<file path="config.mk">
export PLATFORM = sky130hd
export DESIGN_NAME = hce_ram
export DESIGN_NICKNAME = d
export VERILOG_FILES = /design/src/hdl/hce_ram.sv
export SDC_FILE = /design/constraint.sdc
export NUM_CORES = 1
export LEC_CHECK = 0
export ABC_AREA = 1
export BUFFER_PORTS_ARGS = -buffer_cell sky130_fd_sc_hd__buf_2
export CORE_AREA = 2 2 134 136
export DETAILED_ROUTE_END_ITERATION = 8
export DIE_AREA = 0 0 136 138
export GPL_ROUTABILITY_DRIVEN = 0
export GPL_TIMING_DRIVEN = 0
export PLACE_DENSITY = 0.53
export RECOVER_POWER = 25
export SLEW_MARGIN = 20
export SYNTH_ARGS = -nofsm -noshare
export SYNTH_HDL_FRONTEND = slang
export SYNTH_SLANG_ARGS = --single-unit
</file>
<file path="constraint.sdc">
create_clock -name clk -period 1.41 [get_ports clk]
set_clock_uncertainty 0.15 [all_clocks]
set_input_delay 0.141 -clock clk [delete_from_list [all_inputs] [get_ports clk]]
set_output_delay 0.141 -clock clk [all_outputs]
set_load 0.1 [all_outputs]
</file>
<file path="src/hdl/hce_ram.sv">
// Generic single-write, single-read RAM with registered read data.
`timescale 1ns / 1ps
module hce_ram #(
  parameter int WIDTH = 8,
  parameter int DEPTH = 16
) (
  input  logic                     clk,
  input  logic                     we,
  input  logic [$clog2(DEPTH)-1:0] waddr,
  input  logic [WIDTH-1:0]         wdata,
  input  logic [$clog2(DEPTH)-1:0] raddr,
  output logic [WIDTH-1:0]         rdata
);

  logic [WIDTH-1:0] mem [DEPTH];

  always_ff @(posedge clk) begin
    if (we) begin
      mem[waddr] <= wdata;
    end
    rdata <= mem[raddr];
  end

endmodule

</file>
== Word-level counts from Yosys, hierarchy flattened ==
Memories as Yosys holds them, arrays and structs flattened. A register that Yosys moved wholly into a read port is not among the register bits.
Cells that the tools add are included.

* Register bits: 0
* Latch bits: 0
* Memory bits (writable): 128
* Memory bits (read-only): 0
* Input bits: 18
* Word-level logic and storage cells: 3
* Memories: 1

{| class="wikitable"
|+ Memories
! name !! depth !! width !! read ports !! clocked after Yosys merged registers in !! write ports !! line !! text
|-
| mem || 16 || 8 || 1 || 1 || 1 || 15 || <nowiki>logic [WIDTH-1:0] mem [DEPTH];</nowiki>
|}

* $add $sub $neg: 0
* Multiply operators: 0
* Divide/modulo/power cells: 0
* $lt $le $gt $ge: 0
* Equal/unequal tests: 0
* Shift-type cells: 0
* Multiplexer cells: 2
* Bitwise operators: 0
* Reductions and logical operators: 0

{| class="wikitable"
|+ Operators by type and width
! cell !! count
|-
| 1-bit 2-to-1 mux || 2
|}

== Logic depth before layout (Yosys ltp) ==
* Word-level depth: 2
* Depth in mapped cells: 8

== Worst setup path after synthesis ==
Ideal clock, no wire load.

* Kind: input -> register
* From: input waddr[2]
* To: memory mem[10][0] (enable)
* Library setup time: 0.370 ns
* Arrival: 0.722 ns
* Setup slack: 0.168 ns
* Stages on the path: 2
* Path buffers: 0
* Path through: nand3b_1 -> nor2_1

{| class="wikitable"
|+ RTL lines
! element !! line !! text
|-
| from (decl) || 9 || <nowiki>input logic [$clog2(DEPTH)-1:0] waddr,</nowiki>
|-
| to (decl) || 15 ||
|}

No word-level cell before the write port.

== Worst setup path after layout ==
* From: input waddr[2]
* To: memory mem[8][7] (enable)

No word-level cell before the write port.

==> qor_table.md <==
| Group | Quantity | Value |
|---|---|---|
| clock network | Count of buffers added by post-CTS timing repair for setup | 0 |
| power and ir drop | Worst ir drop on vdd | 0.8784 mV |
| timing | Highest achievable clock rate | 756.2 MHz |
| floorplan | Core area | 17530 µm² |
| global route | Number of antenna violations at the first check in global routing | 0 |
| detailed routing | DRC violations left | 0 |
| finish | Commonest non-fill, non-tap cells in the layout | 173 x sky130_fd_sc_hd__nand2_1, 128 x sky130_fd_sc_hd__edfxtp_1, 100 x sky130_fd_sc_hd__inv_1 |
| setup path | Worst-path maximum fanout | 8 |
| yosys | Total of flip-flops plus latches after synthesis | 136 |
| yosys | Unique cell type count in the Yosys netlist | 12 |
| clock network | Worst-case clock buffer depth | 2 |
| finish | Most common library cell in the layout ignoring fill and taps | sky130_fd_sc_hd__nand2_1 |
| setup path | Required @ worst endpoint | 1.31 ns |
| yosys | Share of the yosys chip area belonging to registers | 69.43% |
| detailed routing | 1st-pass router iterations | 5 |
| global route | Final global-route overflow total | 0 |
| timing | Number of max-slew violations in the final report | 0 |
| yosys | Netlist area before placement | 5767 µm² |
| placement | Pre-CTS WS | -0.4895 ns |
| power and ir drop | Power Density | 1430 nW/µm² |
| global route | Via count of the first global-routing pass | 3609 |
| placement | Port bufs | 22 |
| timing | Final hold violations | 0 |
| worst hold path | Number of cells traversed by the worst hold path | 4 |
| yosys | Syn avg cell area | 10.47 µm² |
| setup path | Reg2reg path depth | 6 |
| setup path | Category of the critical setup timing path | primary input to flop |
| finish | Final core area utilization | 38.87% |
| setup path | Kind of launch point of the worst setup path | primary input |
| yosys | Share of the synthesized area in the top cell type | 66.65% |
| clock network | Total number of clock tree sinks | 136 |
| clock network | Clock input transition at the sequential cells of the worst setup and hold paths | 0.05 ns |
| job | Max Cap Viol | 0 |
| clock network | CTS H-tree lvls | 4 |
| finish | Final non-filler cell total | 837 |
| clock network | Clock insertion delay at the later pin of the skew report | 0.43 ns |
| finish | Layout cells sized above 1 | 12.66% |
| yosys | Top area cells in the synthesized netlist | sky130_fd_sc_hd__edfxtp_1 67%, sky130_fd_sc_hd__nand2_1 11%, sky130_fd_sc_hd__nand3_1 8.4%, sky130_fd_sc_hd__inv_1 6.5%, sky130_fd_sc_hd__dfxtp_1 2.8% |
| timing | Unrepaired setup endpoints after global routing | no |
| global route | GR Util All Layers | 15.74% |
| yosys | Synthesized instance count | 551 |
| floorplan | FP Rows | 49 |
| detailed routing | Final ANT Viol Nets | 0 |
| clock network | CTS tree | built |
| timing | Final critical path time including I/O delays and setup | 1.322 ns |
| finish | Inserted Diodes | 0 |
| floorplan | Die Y | 138 µm |
| timing | Worst slew slack as a fraction of its limit | 35.02% |
| yosys | Post-Synthesis Net Count | 569 |
| detailed routing | Average via count per standard cell | 4.606 |
| finish | Area growth from synthesis to layout | 18.18% |
| placement | Instance count after placement with tap cells included | 802 |
| global route | Global-route wire length before repair | 21270 µm |
| yosys | Leading area contributor after synthesis | sky130_fd_sc_hd__edfxtp_1 |
| global route | Maximum number of pins on one net before global-route repair | 17 |
| detailed routing | Total wire length | 14210 µm |
| timing | Smallest setup slack after layout | 0.08756 ns |
| timing | Final clock period utilization by the worst path | 93.79% |
| setup path | Element type at the critical path end | flop |
| run status | Status | finished, final reports clean |
| clock network | Total CTS buffers | 17 |
| setup path | Worst Path Arrival | 1.22 ns |
| floorplan | Overall die width | 136 µm |
| floorplan | I/O pins | 26 |
| placement | Sum of net half-perimeters after detailed placement | 9369 µm |
| power and ir drop | Overall power | 9744 µW |
| worst hold path | Worst min path class | primary input to flop |
| detailed routing | Vias | 3855 |
| floorplan | Starting density of the core | 32.89% |
| floorplan | Area enclosed by the die boundary | 18770 µm² |
| timing | Final setup violation count | 0 |
| detailed routing | Initial DRC count | 399 |
| detailed routing | Average wire per standard cell | 16.98 µm |
| clock network | Root buffer selected by CTS | sky130_fd_sc_hd__clkbuf_16 |
| timing | Measured slew at the worst slew-check pin | 0.9747 ns |
| yosys | Synth Warn # | 0 |
| finish | Post-layout net count | 613 |
| power and ir drop | Leakage power | 0.002898 µW |
Yosys cell counts:
cell	count
sky130_fd_sc_hd__inv_1	100
sky130_fd_sc_hd__buf_6	6
sky130_fd_sc_hd__buf_2	13
sky130_fd_sc_hd__buf_1	1
sky130_fd_sc_hd__nand2_1	173
sky130_fd_sc_hd__nand3_1	97
sky130_fd_sc_hd__buf_4	4
sky130_fd_sc_hd__dfxtp_1	8
sky130_fd_sc_hd__edfxtp_1	128
sky130_fd_sc_hd__nor2_1	17
sky130_fd_sc_hd__inv_2	2
sky130_fd_sc_hd__nand3b_1	2
registers in the layout (all words and copies together), names as in the netlist:
| signal | count |
|---|---|
| rdata | 8 |
| mem | 128 |
worst max-delay path, stage by stage:
cell and delay, ns:
sky130_fd_sc_hd__buf_2 0.12, sky130_fd_sc_hd__nand3b_1 0.29, sky130_fd_sc_hd__nor2_1 0.67
worst paths after layout:
check        slack, ns         to  startpoint
max               0.09  mem[8][7]    waddr[2]
min               0.01   rdata[0]    raddr[2]
max reg2reg       0.22   rdata[0]  mem[15][0]
min reg2reg       0.56   rdata[1]   mem[2][1]
through the flow:
stage | area [µm²] | setup TNS, ns | hold WS [ns]
floorplan | 5767 | 0 | 0.08987
finish | 6815 | 0 | 0.01062
CTS | 6813 | 0 | 0.002623
global placement | 6163 | -31.81 | 0.4300
detailed placement | 6163 | -36.64 | 0.4364
global route | 6815 | 0 | 0.05064
power breakdown:
group,switching [µW],total [µW],internal (µW),leakage [µW]
registers,22.8,4550,4520,0.00122
clock network,1640,4400,2750,0.000281
logic,610,804,194,0.00139
total,2280,9740,7470,0.00290
cell families after synthesis:
group,Yosys count,synth area share [%]
buffers and inverters,126,9.525
AND/OR/NAND/NOR,289,21.05
flip-flops,136,69.43
layout make-up:
| type | count | area, µm² |
|---|---|---|
| Tap cell | 229 | 286.5 |
| Multi-Input combinational cell | 289 | 1229 |
| Clock inverter | 14 | 157.7 |
| Clock buffer | 18 | 429.2 |
| Inverter | 102 | 382.9 |
| Fill cell | 1748 | 10720 |
| Sequential cell | 136 | 4004 |
| Timing Repair Buffer | 26 | 163.9 |
| Buffer | 23 | 162.7 |
timing repair:
item                                   in CTS  in global routing
hold buffers                                4                  0
setup endpoints to repair                  16                 39
resized for setup                           9                  5
endpoints found under the hold margin       4                  0
layer usage:
metal / wire length (µm) / part of all wire (%) / global-route usage (%) / vias to the layer above
met5: 0 / 0 / 0 / -
met4: 383 / 2.7 / 7.566 / 0
met3: 756 / 5.3 / 2.970 / 24
met2: 6562 / 46 / 23.41 / 143
met1: 6507 / 46 / 22.17 / 1827
li1: - / - / - / 1861
Note: power is estimated with default switching activity, not from simulation.
